<file path="src/hw/rtl/gf2pa_pkg.sv">
// ----------------------------------------------------------------------------
// gf2pa_pkg
// Shared types and constants of the GF(2) polynomial arithmetic unit:
// opcodes, controller and divider states, field widths.
// ----------------------------------------------------------------------------
package gf2pa_pkg;

    localparam int WIDTH_DEF = 32;
    localparam int FIELD_W   = 32;
    localparam int OP_W      = 3;
    localparam int EXT_W     = 64;

    localparam logic [EXT_W-1:0] ODD_PATTERN = 64'hAAAA_AAAA_AAAA_AAAA;

    typedef enum logic [OP_W-1:0] {
        OP_ADD   = 3'd0,
        OP_MUL   = 3'd1,
        OP_DIV   = 3'd2,
        OP_GCD   = 3'd3,
        OP_DERIV = 3'd4,
        OP_SQRT  = 3'd5
    } t_opcode;

    typedef enum logic [2:0] {
        ST_IDLE,
        ST_MUL,
        ST_DIV,
        ST_GCD_CHK,
        ST_GCD_RUN
    } t_state;

    typedef enum logic [1:0] {
        DV_IDLE,
        DV_NORM,
        DV_STEP
    } t_div_state;

endpackage

</file>
<file path="src/hw/rtl/gf2_polynomial_alu.sv">
// ----------------------------------------------------------------------------
// gf2_polynomial_alu
// Arithmetic on polynomials over GF(2): add, truncated multiply, divide,
// gcd, derivative and square root, on WIDTH-bit coefficient vectors.
//
// A request is taken at a rising edge with start high and busy low; it
// carries i_opcode, i_operand_a and i_operand_b. Exactly one result comes
// back per request: o_result, o_remainder and o_div_by_zero are valid for
// the single cycle in which o_valid is high, and the receiver must take it
// then, as it cannot stall the block.
// Add, derivative, square root and unused opcodes answer in the next cycle
// and never raise busy, so they may be issued every cycle.
// Multiply runs one multiplier bit per cycle.
// Divide shifts the divisor up and then forms one quotient bit per cycle
// in the bit-serial divider. Gcd runs the same divider once per Euclid
// step: at most WIDTH + 1 divisions.
// Division by zero answers in the next cycle with the flag set.
// Reset clears the controller and the units; no request is pending after it.
// ----------------------------------------------------------------------------
module gf2_polynomial_alu #(
    parameter int WIDTH = gf2pa_pkg::WIDTH_DEF
) (
    input  logic                           i_clk,
    input  logic                           i_rst_n,
    input  logic                           start,
    output logic                           busy,
    input  logic [gf2pa_pkg::OP_W-1:0]     i_opcode,
    input  logic [gf2pa_pkg::FIELD_W-1:0]  i_operand_a,
    input  logic [gf2pa_pkg::FIELD_W-1:0]  i_operand_b,
    output logic                           o_valid,
    output logic [gf2pa_pkg::FIELD_W-1:0]  o_result,
    output logic [gf2pa_pkg::FIELD_W-1:0]  o_remainder,
    output logic                           o_div_by_zero
);
    import gf2pa_pkg::*;

    localparam int HALF_W = (WIDTH + 1) / 2;

    t_state           r_state, n_state;
    logic             r_valid, n_valid;
    logic [WIDTH-1:0] r_result, n_result;
    logic [WIDTH-1:0] r_remainder, n_remainder;
    logic             r_dbz, n_dbz;
    logic [WIDTH-1:0] r_ga, n_ga;
    logic [WIDTH-1:0] r_gb, n_gb;

    logic [EXT_W-1:0] a_ext, b_ext, res_ext, rem_ext;
    logic [WIDTH-1:0] a_w, b_w, sqrt_w, deriv_w;

    logic             mul_start, mul_done;
    logic [WIDTH-1:0] mul_product;
    logic             div_start, div_done;
    logic [WIDTH-1:0] div_dividend, div_divisor, div_quotient, div_remainder;

    assign a_ext = EXT_W'(i_operand_a);
    assign b_ext = EXT_W'(i_operand_b);
    assign a_w   = a_ext[WIDTH-1:0];
    assign b_w   = b_ext[WIDTH-1:0];

    assign deriv_w = (a_w & ODD_PATTERN[WIDTH-1:0]) >> 1;

    always_comb begin
        sqrt_w = '0;
        for (int k = 0; k < HALF_W; k++) begin
            sqrt_w[k] = a_w[2*k];
        end
    end

    gf2pa_mul #(.WIDTH(WIDTH)) u_mul (
        .i_clk          (i_clk),
        .i_rst_n        (i_rst_n),
        .i_start        (mul_start),
        .i_multiplicand (a_w),
        .i_multiplier   (b_w),
        .o_done         (mul_done),
        .o_product      (mul_product)
    );

    gf2pa_div #(.WIDTH(WIDTH)) u_div (
        .i_clk       (i_clk),
        .i_rst_n     (i_rst_n),
        .i_start     (div_start),
        .i_dividend  (div_dividend),
        .i_divisor   (div_divisor),
        .o_done      (div_done),
        .o_quotient  (div_quotient),
        .o_remainder (div_remainder)
    );

    always_ff @(posedge i_clk) begin
        if (!i_rst_n) begin
            r_state <= ST_IDLE;
            r_valid <= 1'b0;
        end else begin
            r_state <= n_state;
            r_valid <= n_valid;
        end
    end

    always_ff @(posedge i_clk) begin
        r_result    <= n_result;
        r_remainder <= n_remainder;
        r_dbz       <= n_dbz;
        r_ga        <= n_ga;
        r_gb        <= n_gb;
    end

    always_comb begin
        n_state      = r_state;
        n_valid      = 1'b0;
        n_result     = r_result;
        n_remainder  = r_remainder;
        n_dbz        = r_dbz;
        n_ga         = r_ga;
        n_gb         = r_gb;
        mul_start    = 1'b0;
        div_start    = 1'b0;
        div_dividend = r_ga;
        div_divisor  = r_gb;
        unique case (r_state)
            ST_IDLE: begin
                if (start) begin
                    n_result    = '0;
                    n_remainder = '0;
                    n_dbz       = 1'b0;
                    unique case (t_opcode'(i_opcode))
                        OP_ADD: begin
                            n_result = a_w ^ b_w;
                            n_valid  = 1'b1;
                        end
                        OP_MUL: begin
                            mul_start = 1'b1;
                            n_state   = ST_MUL;
                        end
                        OP_DIV: begin
                            if (b_w == '0) begin
                                n_remainder = a_w;
                                n_dbz       = 1'b1;
                                n_valid     = 1'b1;
                            end else begin
                                div_start    = 1'b1;
                                div_dividend = a_w;
                                div_divisor  = b_w;
                                n_state      = ST_DIV;
                            end
                        end
                        OP_GCD: begin
                            n_ga    = a_w;
                            n_gb    = b_w;
                            n_state = ST_GCD_CHK;
                        end
                        OP_DERIV: begin
                            n_result = deriv_w;
                            n_valid  = 1'b1;
                        end
                        OP_SQRT: begin
                            n_result = sqrt_w;
                            n_valid  = 1'b1;
                        end
                        default: begin
                            n_valid = 1'b1;
                        end
                    endcase
                end
            end
            ST_MUL: begin
                if (mul_done) begin
                    n_result = mul_product;
                    n_valid  = 1'b1;
                    n_state  = ST_IDLE;
                end
            end
            ST_DIV: begin
                if (div_done) begin
                    n_result    = div_quotient;
                    n_remainder = div_remainder;
                    n_valid     = 1'b1;
                    n_state     = ST_IDLE;
                end
            end
            ST_GCD_CHK: begin
                if (r_gb == '0) begin
                    n_result = r_ga;
                    n_valid  = 1'b1;
                    n_state  = ST_IDLE;
                end else begin
                    div_start = 1'b1;
                    n_state   = ST_GCD_RUN;
                end
            end
            ST_GCD_RUN: begin
                if (div_done) begin
                    n_ga    = r_gb;
                    n_gb    = div_remainder;
                    n_state = ST_GCD_CHK;
                end
            end
            default: begin
                n_state = ST_IDLE;
            end
        endcase
    end

    assign busy    = (r_state != ST_IDLE);
    assign o_valid = r_valid;
    assign res_ext = EXT_W'(r_result);
    assign rem_ext = EXT_W'(r_remainder);
    assign o_result      = res_ext[FIELD_W-1:0];
    assign o_remainder   = rem_ext[FIELD_W-1:0];
    assign o_div_by_zero = r_dbz;

    // a result never shows while a request is still in flight
    a_valid_not_busy: assert property (@(posedge i_clk) disable iff (!i_rst_n)
        o_valid |-> !busy)
        else $error("result strobe while busy");

    // single-cycle operations answer in the next cycle
    a_fast_ops: assert property (@(posedge i_clk) disable iff (!i_rst_n)
        (start && !busy && (i_opcode == OP_ADD || i_opcode == OP_DERIV ||
                            i_opcode == OP_SQRT)) |=> (o_valid && !busy))
        else $error("single-cycle operation did not answer");

    // zero divisor gives a zero quotient
    a_dbz_zero_quo: assert property (@(posedge i_clk) disable iff (!i_rst_n)
        (o_valid && o_div_by_zero) |-> (o_result == '0))
        else $error("nonzero quotient on division by zero");

endmodule

</file>
<file path="src/hw/rtl/gf2pa_mul.sv">
// ----------------------------------------------------------------------------
// gf2pa_mul
// Bit-serial carry-less multiplier. One multiplier bit per cycle, the
// multiplicand shifts left and is folded into the accumulator by XOR.
// The product is kept to WIDTH bits.
// ----------------------------------------------------------------------------
module gf2pa_mul #(
    parameter int WIDTH = gf2pa_pkg::WIDTH_DEF
) (
    input  logic             i_clk,
    input  logic             i_rst_n,
    input  logic             i_start,
    input  logic [WIDTH-1:0] i_multiplicand,
    input  logic [WIDTH-1:0] i_multiplier,
    output logic             o_done,
    output logic [WIDTH-1:0] o_product
);
    import gf2pa_pkg::*;

    logic             r_busy, n_busy;
    logic             r_done, n_done;
    logic [WIDTH-1:0] r_a, n_a;
    logic [WIDTH-1:0] r_b, n_b;
    logic [WIDTH-1:0] r_acc, n_acc;

    always_ff @(posedge i_clk) begin
        if (!i_rst_n) begin
            r_busy <= 1'b0;
            r_done <= 1'b0;
        end else begin
            r_busy <= n_busy;
            r_done <= n_done;
        end
    end

    always_ff @(posedge i_clk) begin
        r_a   <= n_a;
        r_b   <= n_b;
        r_acc <= n_acc;
    end

    always_comb begin
        n_busy = r_busy;
        n_done = 1'b0;
        n_a    = r_a;
        n_b    = r_b;
        n_acc  = r_acc;
        if (!r_busy) begin
            if (i_start) begin
                n_a    = i_multiplicand;
                n_b    = i_multiplier;
                n_acc  = '0;
                n_busy = 1'b1;
            end
        end else if (r_b == '0) begin
            n_done = 1'b1;
            n_busy = 1'b0;
        end else begin
            if (r_b[0]) begin
                n_acc = r_acc ^ r_a;
            end
            n_a = r_a << 1;
            n_b = r_b >> 1;
        end
    end

    assign o_done    = r_done;
    assign o_product = r_acc;

endmodule

</file>
<file path="src/hw/rtl/gf2pa_div.sv">
// ----------------------------------------------------------------------------
// gf2pa_div
// Bit-serial polynomial divider. The divisor is first shifted up until its
// leading coefficient sits in the top bit, then one quotient bit is formed
// per cycle while the divisor shifts back down. Divisor must be nonzero.
// ----------------------------------------------------------------------------
module gf2pa_div #(
    parameter int WIDTH = gf2pa_pkg::WIDTH_DEF
) (
    input  logic             i_clk,
    input  logic             i_rst_n,
    input  logic             i_start,
    input  logic [WIDTH-1:0] i_dividend,
    input  logic [WIDTH-1:0] i_divisor,
    output logic             o_done,
    output logic [WIDTH-1:0] o_quotient,
    output logic [WIDTH-1:0] o_remainder
);
    import gf2pa_pkg::*;

    localparam logic [WIDTH-1:0] ONE = WIDTH'(1);
    localparam logic [WIDTH-1:0] TOP = ONE << (WIDTH - 1);

    t_div_state       r_state, n_state;
    logic             r_done, n_done;
    logic [WIDTH-1:0] r_rem, n_rem;
    logic [WIDTH-1:0] r_div, n_div;
    logic [WIDTH-1:0] r_quo, n_quo;
    logic [WIDTH-1:0] r_top, n_top;
    logic [WIDTH-1:0] r_mark, n_mark;
    logic             hit;

    always_ff @(posedge i_clk) begin
        if (!i_rst_n) begin
            r_state <= DV_IDLE;
            r_done  <= 1'b0;
        end else begin
            r_state <= n_state;
            r_done  <= n_done;
        end
    end

    always_ff @(posedge i_clk) begin
        r_rem  <= n_rem;
        r_div  <= n_div;
        r_quo  <= n_quo;
        r_top  <= n_top;
        r_mark <= n_mark;
    end

    // leading coefficient of the partial remainder under the divisor
    assign hit = |(r_rem & r_top);

    always_comb begin
        n_state = r_state;
        n_done  = 1'b0;
        n_rem   = r_rem;
        n_div   = r_div;
        n_quo   = r_quo;
        n_top   = r_top;
        n_mark  = r_mark;
        unique case (r_state)
            DV_IDLE: begin
                if (i_start) begin
                    n_rem   = i_dividend;
                    n_div   = i_divisor;
                    n_quo   = '0;
                    n_top   = TOP;
                    n_mark  = ONE;
                    n_state = DV_NORM;
                end
            end
            DV_NORM: begin
                if (r_div[WIDTH-1]) begin
                    n_state = DV_STEP;
                end else begin
                    n_div  = r_div << 1;
                    n_mark = r_mark << 1;
                end
            end
            DV_STEP: begin
                if (hit) begin
                    n_rem = r_rem ^ r_div;
                end
                n_quo  = {r_quo[WIDTH-2:0], hit};
                n_div  = r_div >> 1;
                n_top  = r_top >> 1;
                n_mark = r_mark >> 1;
                if (r_mark[0]) begin
                    n_done  = 1'b1;
                    n_state = DV_IDLE;
                end
            end
            default: begin
                n_state = DV_IDLE;
            end
        endcase
    end

    assign o_done      = r_done;
    assign o_quotient  = r_quo;
    assign o_remainder = r_rem;

endmodule

</file>
<file path="config.mk">
export PLATFORM = sky130hd
export DESIGN_NAME = gf2_polynomial_alu
export DESIGN_NICKNAME = d
export VERILOG_FILES = /design/src/hw/rtl/gf2pa_pkg.sv /design/src/hw/rtl/gf2_polynomial_alu.sv /design/src/hw/rtl/gf2pa_mul.sv /design/src/hw/rtl/gf2pa_div.sv
export SDC_FILE = /design/constraint.sdc
export NUM_CORES = 1
export LEC_CHECK = 0
export BUFFER_PORTS_ARGS = -buffer_cell sky130_fd_sc_hd__buf_4
export CAP_MARGIN = 40
export CELL_PAD_IN_SITES_DETAIL_PLACEMENT = 1
export CELL_PAD_IN_SITES_GLOBAL_PLACEMENT = 1
export CORE_ASPECT_RATIO = 1.75
export CORE_MARGIN = 2
export CORE_UTILIZATION = 54
export DETAILED_ROUTE_END_ITERATION = 16
export PLACE_DENSITY = 0.94
export SLEW_MARGIN = 20
export SYNTH_ARGS = -nofsm -noshare
export SYNTH_HDL_FRONTEND = slang
export SYNTH_SLANG_ARGS = --single-unit
</file>
<file path="constraint.sdc">
create_clock -name i_clk -period 18 [get_ports i_clk]
set_input_delay 1.8 -clock i_clk [delete_from_list [all_inputs] [get_ports i_clk]]
set_output_delay 1.8 -clock i_clk [all_outputs]
set_load 0.05 [all_outputs]
</file>
==> key figures, run 1 <==
Outcome
  – Outcome: completed

Flow run
  – Max Cap Viol: 0

Synth
  – Syn nets: between 1500 and 2000
  – Post-synth EDFFs: 385
  – Async set-reset flop share out of synthesis: 0%
  – Post-synthesis mux area share: 13.06%
  – Simple-Gate Fraction of Synth Area: ~9.0%
  – Main combinational cell family by area after synthesis: multiplexers
  – Compound-Gate Fraction of Synth Area: roughly a tenth
  – Ys Warns: 0
  – Distinct cells, synth: approximately 50
  – Mapped cell area: 0.01907 mm^2
  – Synth Flop Type: edfxtp_1
  – Synthesis-stage register bit count: 394
  – Post-synthesis adder-cell area fraction: less than 1%
  – Sequential element share of the synthesized area: 61.57%
  – Mapped Cells: about 1500
  – Post-Syn Area per Cell: 12.99 um^2
  – XOR/XNOR Fraction of Synth Area: under 10%

STA
  – Hold WS: 0.5742 ns
  – RSZ-0062 raised after global routing: false
  – Tcrit/Tclk final: around 25%
  – Final setup fails: 0
  – Clock Skew: 0.04141 ns
  – Setup total negative slack: 0 ns
  – Slew margin rel.: 38.00%
  – Actual slew at the worst max-slew pin: between 0.9 and 1 ns
  – Final Critical Period: 4.499 ns
  – Slew Limit Fails: 0
  – Final hold viol count: 0
  – Fmax: approximately 220 MHz

CTS
  – Post-cts sizing count: 0
  – Hold_buf cts: 0
  – Clock buffer depth: 3
  – Clk Latency, worst-skew pair: between 0.5 and 0.6 ns
  – CTS Root Cell: clkbuf_16
  – Clock sink count: between 300 and 400
  – Postcts setup bufs: 0
  – CTS tree: yes
  – Num CTS Buffers: 37
  – H-tree Lvls: 2
  – Clock-pin slew on the worst setup and hold paths: around 0.070 ns

Die
  – Row cnt: slightly above 90
  – Placeable Area: between 0.03 and 0.04 mm^2
  – Initial core utilization: 54.37%
  – Overall die width: ~150 um
  – Io pins: between 100 and 150
  – Die height: ~250 um
  – Area of the die: 0.03689 mm^2

Pwr
  – Overall Power: approximately 2.7 mW
  – Leakage power: between 8 and 9 nW
  – P per Cell Area: ~120 mW/mm^2
  – VDD IR max: 96.57 uV

Setup path
  – Worst Setup End Kind: flop
  – Arr. time, crit path: between 4 and 5 ns
  – Critical Path RT: between 15 and 20 ns
  – Setup CP Type: in -> reg
  – Crit start category: input pin
  – Crit Path Max Fanout: 36

Final layout
  – Final cell count without fillers: approximately 2100
  – Fillers: approximately 3400
  – Utilization after layout: a little over three fifths
  – Area Overhead vs Synth: 15.08%
  – Layout cell share with drive strength beyond 1: 22.98%
  – NumNets Final: roughly 1700

Placement
  – GP Congestion: between 0.9 and 1
  – Detailed Place HPWL: 46980 um
  – DP Cell Count: ~2000
  – IO Port Bufs: around 140

Drt
  – Detailed Routing Iterations Pass 1: 7
  – 1st-iter DRT viols: ~2200
  – Routed len/inst: about 37 um
  – DR vias/cell: approximately 7.3
  – DRC viols: 0
  – Total number of vias: between 15000 and 20000
  – Post-route ant nets: 0
  – Total wire length: a little under 80000 um

Global route
  – Total global routing overflow: 0
  – Largest net degree at the start of global routing: 94
  – Antenna violations before repair: 4
  – Global-route total usage across every layer: between 40% and 50%
  – Number of global-route vias before repair: ~16000
  – First-pass GRT wire length: about 110000 um

Hold path
  – Worst Hold Class: reg -> reg
-- area by class of cell --
type	instances	area (um^2)	share of cell area, %
clock inverter	18	224.0	1.021
multi-input combinational	969	6934	31.60
timing repair buffer	173	1424	6.489
antenna	2	5.005	0.02281
inverter	11	41.29	0.1882
clock buffer	45	987.2	4.499
sequential	394	11750	53.53
tap	465	581.8	2.651
-- path summary, 6_finish.rpt --
kind / from / to / cells after the start / slack [ns]
setup / recovery: i_operand_b[22] / u_div.r_div[30] / 8 / 13.50
hold / removal: u_div.r_mark[25] / u_div.r_mark[24] / 1 / 0.57
setup reg to reg: r_gb[9] / o_result[15] / 6 / 14.17
hold reg to reg: u_div.r_mark[25] / u_div.r_mark[24] / 1 / 0.57
-- layer usage --
| layer | global-route usage, % | wire length (um) | up-vias |
|---|---|---|---|
| met5 | 0.2703 | 48 | - |
| met4 | 38.86 | 9827 | 2 |
| met3 | 12.31 | 8753 | 595 |
| met2 | 65.75 | 35760 | 1524 |
| met1 | 43.30 | 22910 | 7266 |
| li1 | - | - | 5734 |
-- kinds of logic after synthesis --
| group | count (synthesis) |
|---|---|
| and+or+nand+nor | 348 |
| AOI/OAI and AO/OA | 288 |
| muxes | 233 |
| adders and majority gates | 4 |
| buffers and inverters | 105 |
| xor gates and xnor gates | 96 |
| DFF | 394 |
-- synthesized netlist by cell type, types with 4 or more instances --
master,n,area (um^2)
nor2b_1,6,37.54
nand2_1,110,412.9
nor4_1,25,156.4
nand2b_1,6,37.54
xnor2_1,8,70.07
o22ai_1,26,162.7
edfxtp_1,385,11560
o21ai_0,10,50.05
a21oi_1,62,310.3
buf_2,20,100.1
mux2_2,126,1419
nand4_1,10,62.56
nor2_1,75,281.5
ha_1,4,50.05
nor3_1,5,25.02
dfxtp_1,9,180.2
o21ai_1,92,460.4
a22o_1,30,262.8
clkbuf_1,64,240.2
inv_1,10,37.54
mux2i_1,107,1071
and2_1,100,625.6
xor2_1,88,770.7
a22oi_1,53,397.9
buf_1,6,22.52
-- worst max-delay path, stage by stage --
cell	delay (ns)
buf_4	0.15
nor4_1	0.41
nand4_1	0.39
o211ai_4	0.27
buf_4	0.52
buf_4	0.66
mux2i_1	0.33
o221ai_1	0.15
-- stage by stage --
stage / setup WS (ns) / area [um^2]
global placement: 13.35 / 20490
global route: 13.42 / 21940
CTS: 13.67 / 21830
detailed placement: 13.19 / 20620
finish: 13.50 / 21940
floorplan: 10.32 / 19070
-- where the power goes --
group          internal (mW)  leakage, nW  switching (mW)
Clock                  0.463        0.594           0.368
Combinational          0.175         3.76           0.457
Sequential              1.15         3.68          0.0869
-- cells in the final DEF (no fill, tap or decap), types with 3 or more instances in the layout --
cell	instances
edfxtp_1	385
a21oi_1	62
a22o_1	30
nor2b_1	5
nor2_1	74
and2_2	3
mux2i_1	107
o21ai_1	92
nand2b_1	6
a22oi_1	53
bufinv_16	5
clkbuf_1	6
xor2_1	88
buf_4	159
nand2_1	109
mux2_2	126
clkinv_2	7
clkbuf_16	38
nand4_1	10
inv_1	10
buf_12	3
and2_1	97
ha_1	3
dfxtp_1	7
nor3_1	3
clkinv_1	5
o22ai_1	26
buf_16	4
o21ai_0	9
nor4_1	25
xnor2_1	8
(Power assumes the default switching activity.)
==> inputs of run 2 (changes only) <==
Settings changed: ABC_AREA set to 1, CORE_UTILIZATION 54 to 43, PLACE_DENSITY 0.94 to 0.85.
Clock period 18 ns to 3.96 ns, I/O delays scaled along.
==> key figures, run 2 <==
Synth
  – Post-Syn Area per Cell: between 9 and 10 um^2
  – Async set-reset flop share out of synthesis: 0%
  – Ys Warns: 0
  – Syn nets: 1969
  – Mapped Cells: between 1500 and 2000
  – Post-synth EDFFs: just under 400
  – Sequential element share of the synthesized area: ~62%
  – Top-count cell post-synth: nand2_1
  – Largest cells by area after synthesis: edfxtp_1 (61%), nand2_1 (7.8%), o21ai_0 (7.1%)
  – Mapped cell area: 0.01891 mm^2
  – Synth Flop Type: edfxtp_1
  – Distinct cells, synth: 43
  – Synthesis-stage register bit count: approximately 390
  – Synth cell count leaders: nand2_1 (392), edfxtp_1 (385), o21ai_0 (270)
  – Dominant cell type by area after synthesis: edfxtp_1
  – Area fraction of the dominant cell type after synthesis: between 60% and 70%

CTS
  – Clk Latency, worst-skew pair: 0.57 ns
  – Clock buffer depth: 3
  – Postcts setup bufs: 0
  – Clock-pin slew on the worst setup and hold paths: ~0.070 ns
  – Clock sink count: roughly 390
  – Hold_buf cts: 0
  – H-tree Lvls: 2
  – CTS tree: yes
  – CTS Root Cell: clkbuf_16
  – Post-cts sizing count: 0
  – Num CTS Buffers: 37

Setup path
  – Slowest CP cell: buf_4
  – Bufs and invs on worst path: 5
  – Crit start category: flop
  – Setup CP Type: reg -> reg
  – Arr. time, crit path: 2.92 ns
  – Cell-by-cell listing of the critical path: inv_2, nor3_4, buf_4, inv_1, nor2_1, nor2_1, nand2_2, inv_2, nor3b_4, buf_4
  – Crit-path max cell delay: 0.43 ns
  – Largest delay contributor family on the critical path: buffers and inverters
  – R2R depth: 10
  – Worst Setup End Kind: flop
  – Crit Path Max Fanout: 34
  – Crit path depth: 10
  – Critical Path RT: just over 4 ns

STA
  – Final setup fails: 0
  – Actual slew at the worst max-slew pin: 0.7698 ns
  – Fin worst setup slack: about 1.2 ns
  – Setup total negative slack: 0 ns
  – Final hold viol count: 0
  – Tcrit/Tclk final: 69.24%
  – Fmax: between 300 and 400 MHz
  – Slew margin rel.: between 40% and 50%
  – Clock Skew: around 0.040 ns
  – RSZ-0062 raised after global routing: false
  – Slew Limit Fails: 0
  – Final Critical Period: about 2.7 ns

Drt
  – 1st-iter DRT viols: between 1000 and 1500
  – Total wire length: between 60000 and 70000 um
  – Total number of vias: around 16000
  – DRC viols: 0
  – DR vias/cell: just over 6
  – Post-route ant nets: 0
  – Routed len/inst: roughly 27 um
  – Detailed Routing Iterations Pass 1: 5

Global route
  – Number of global-route vias before repair: approximately 17000
  – First-pass GRT wire length: roughly 100000 um
  – Global-route total usage across every layer: 30.24%
  – Largest net degree at the start of global routing: 98
  – Antenna violations before repair: 0
  – Total global routing overflow: 0

Flow run
  – Max Cap Viol: 0

Hold path
  – Hold Path Depth: 3
  – Worst Hold Class: in -> reg

Outcome
  – Outcome: completed

Final layout
  – Layout cell share with drive strength beyond 1: about an eighth
  – Utilization after layout: about 50%
  – FF/Latch Area: roughly 0.012 mm^2
  – Area Overhead vs Synth: 14.75%
  – Most frequent cells in the layout: nand2_1 (391), edfxtp_1 (385), o21ai_0 (269)
  – Post-route cell area: 0.02169 mm^2
  – Most common cell after layout, fill and taps aside: nand2_1
  – Multi-input gate area: between 0.005 and 0.006 mm^2
  – Fillers: slightly below 5000
  – Antenna diode count: 0
  – NumNets Final: 2079

Pwr
  – VDD IR max: slightly below 600 uV
  – P per Cell Area: 791.4 mW/mm^2
  – Leakage power: ~8.3 nW
  – Overall Power: roughly 17 mW

Die
  – Placeable Area: ~0.043 mm^2
  – Initial core utilization: a little over two fifths
  – Io pins: about 140
  – Area of the die: roughly 0.046 mm^2
  – Die height: between 200 and 300 um
  – Overall die width: ~160 um
  – Row cnt: slightly above 100

Placement
  – IO Port Bufs: approximately 140
  – DP Area: about 0.021 mm^2
  – GP Congestion: slightly below 1
  – Detailed Place HPWL: around 50000 um
  – Worst slack, placed: ~1.3 ns
[run 2: cell count changes after synthesis, moves of 30 or more]
cell,delta
mux2i_1,-107
inv_1,+217
a32oi_1,+46
and2_1,-100
nor2_1,+82
mux2_2,-126
o21ai_0,+260
nand2_1,+282
a22oi_1,-44
nand3_1,+45
xnor2_1,+30
xor2_1,-88
a31oi_1,+33
o21ai_1,-86
[run 2: worst register-to-register path: stages (launching register included)]
cell and delay [ns]:
dfxtp_1 0.42, inv_2 0.10, nor3_4 0.16, buf_4 0.26, inv_1 0.08, nor2_1 0.37, nor2_1 0.10, nand2_2 0.13
inv_2 0.10, nor3b_4 0.19, buf_4 0.43
[run 2: layer usage]
| metal | wire [um] | GRT usage (%) | up-vias | part of all wire (%) |
|---|---|---|---|---|
| met3 | 3927 | 2.927 | 302 | 5.7 |
| li1 | - | - | 6821 | - |
| met5 | 0 | 0 | - | 0 |
| met2 | 35430 | 53.87 | 823 | 51 |
| met4 | 8089 | 29.32 | 0 | 12 |
| met1 | 21770 | 30.34 | 7759 | 31 |
[run 2: worst paths after layout]
path / end / startpoint / slack (ns)
worst max register to register: u_div.r_mark[6] / r_state[0] / 1.22
worst min-delay path: u_div.r_state[1] / i_rst_n / 0.17
worst max-delay path: u_div.r_mark[6] / r_state[0] / 1.22
worst min register to register: u_div.r_top[27] / u_div.r_top[28] / 0.55
[run 2: through the flow]
| step | hold slack (ns) | std cells |
|---|---|---|
| floorplan | 0.4986 | 1895 |
| global placement | 0.5148 | 2529 |
| detailed placement | 0.5324 | 2530 |
| CTS | 0.1593 | 2593 |
| global route | 0.1641 | 2595 |
| finish | 0.1714 | 2595 |
[run 2: report_power, final]
group	leakage (nW)	switching [mW]	internal, mW	total, mW
combinational	4.02	4.54	1.49	6.02
sequential	3.73	0.938	6.75	7.69
clock	0.555	1.63	1.83	3.46
total	8.31	7.11	10.1	17.2
[run 2: layout make-up]
type                    instances  area share [%]
inverters                     244           4.222
clock buffers                  48           4.689
multi-input cells            1157           27.08
well taps                     566           3.264
flip-flops and latches        394           54.14
repair buffers                171           6.125
clock inverters                15          0.4845
[run 2: cells by family (layout without fill, tap and decap cells)]
logic type                 count (synthesis)  count (layout)  share of synthesized area, %
DFF                                      394             394                         62.10
buffers and inverters                    344             478                         7.187
AOI/OAI and AO/OA                        485             485                         15.26
xor gates and xnor gates                  38              38                         1.760
and+or+nand+nor                          630             630                         13.42
adders and majority gates                  4               4                        0.2647
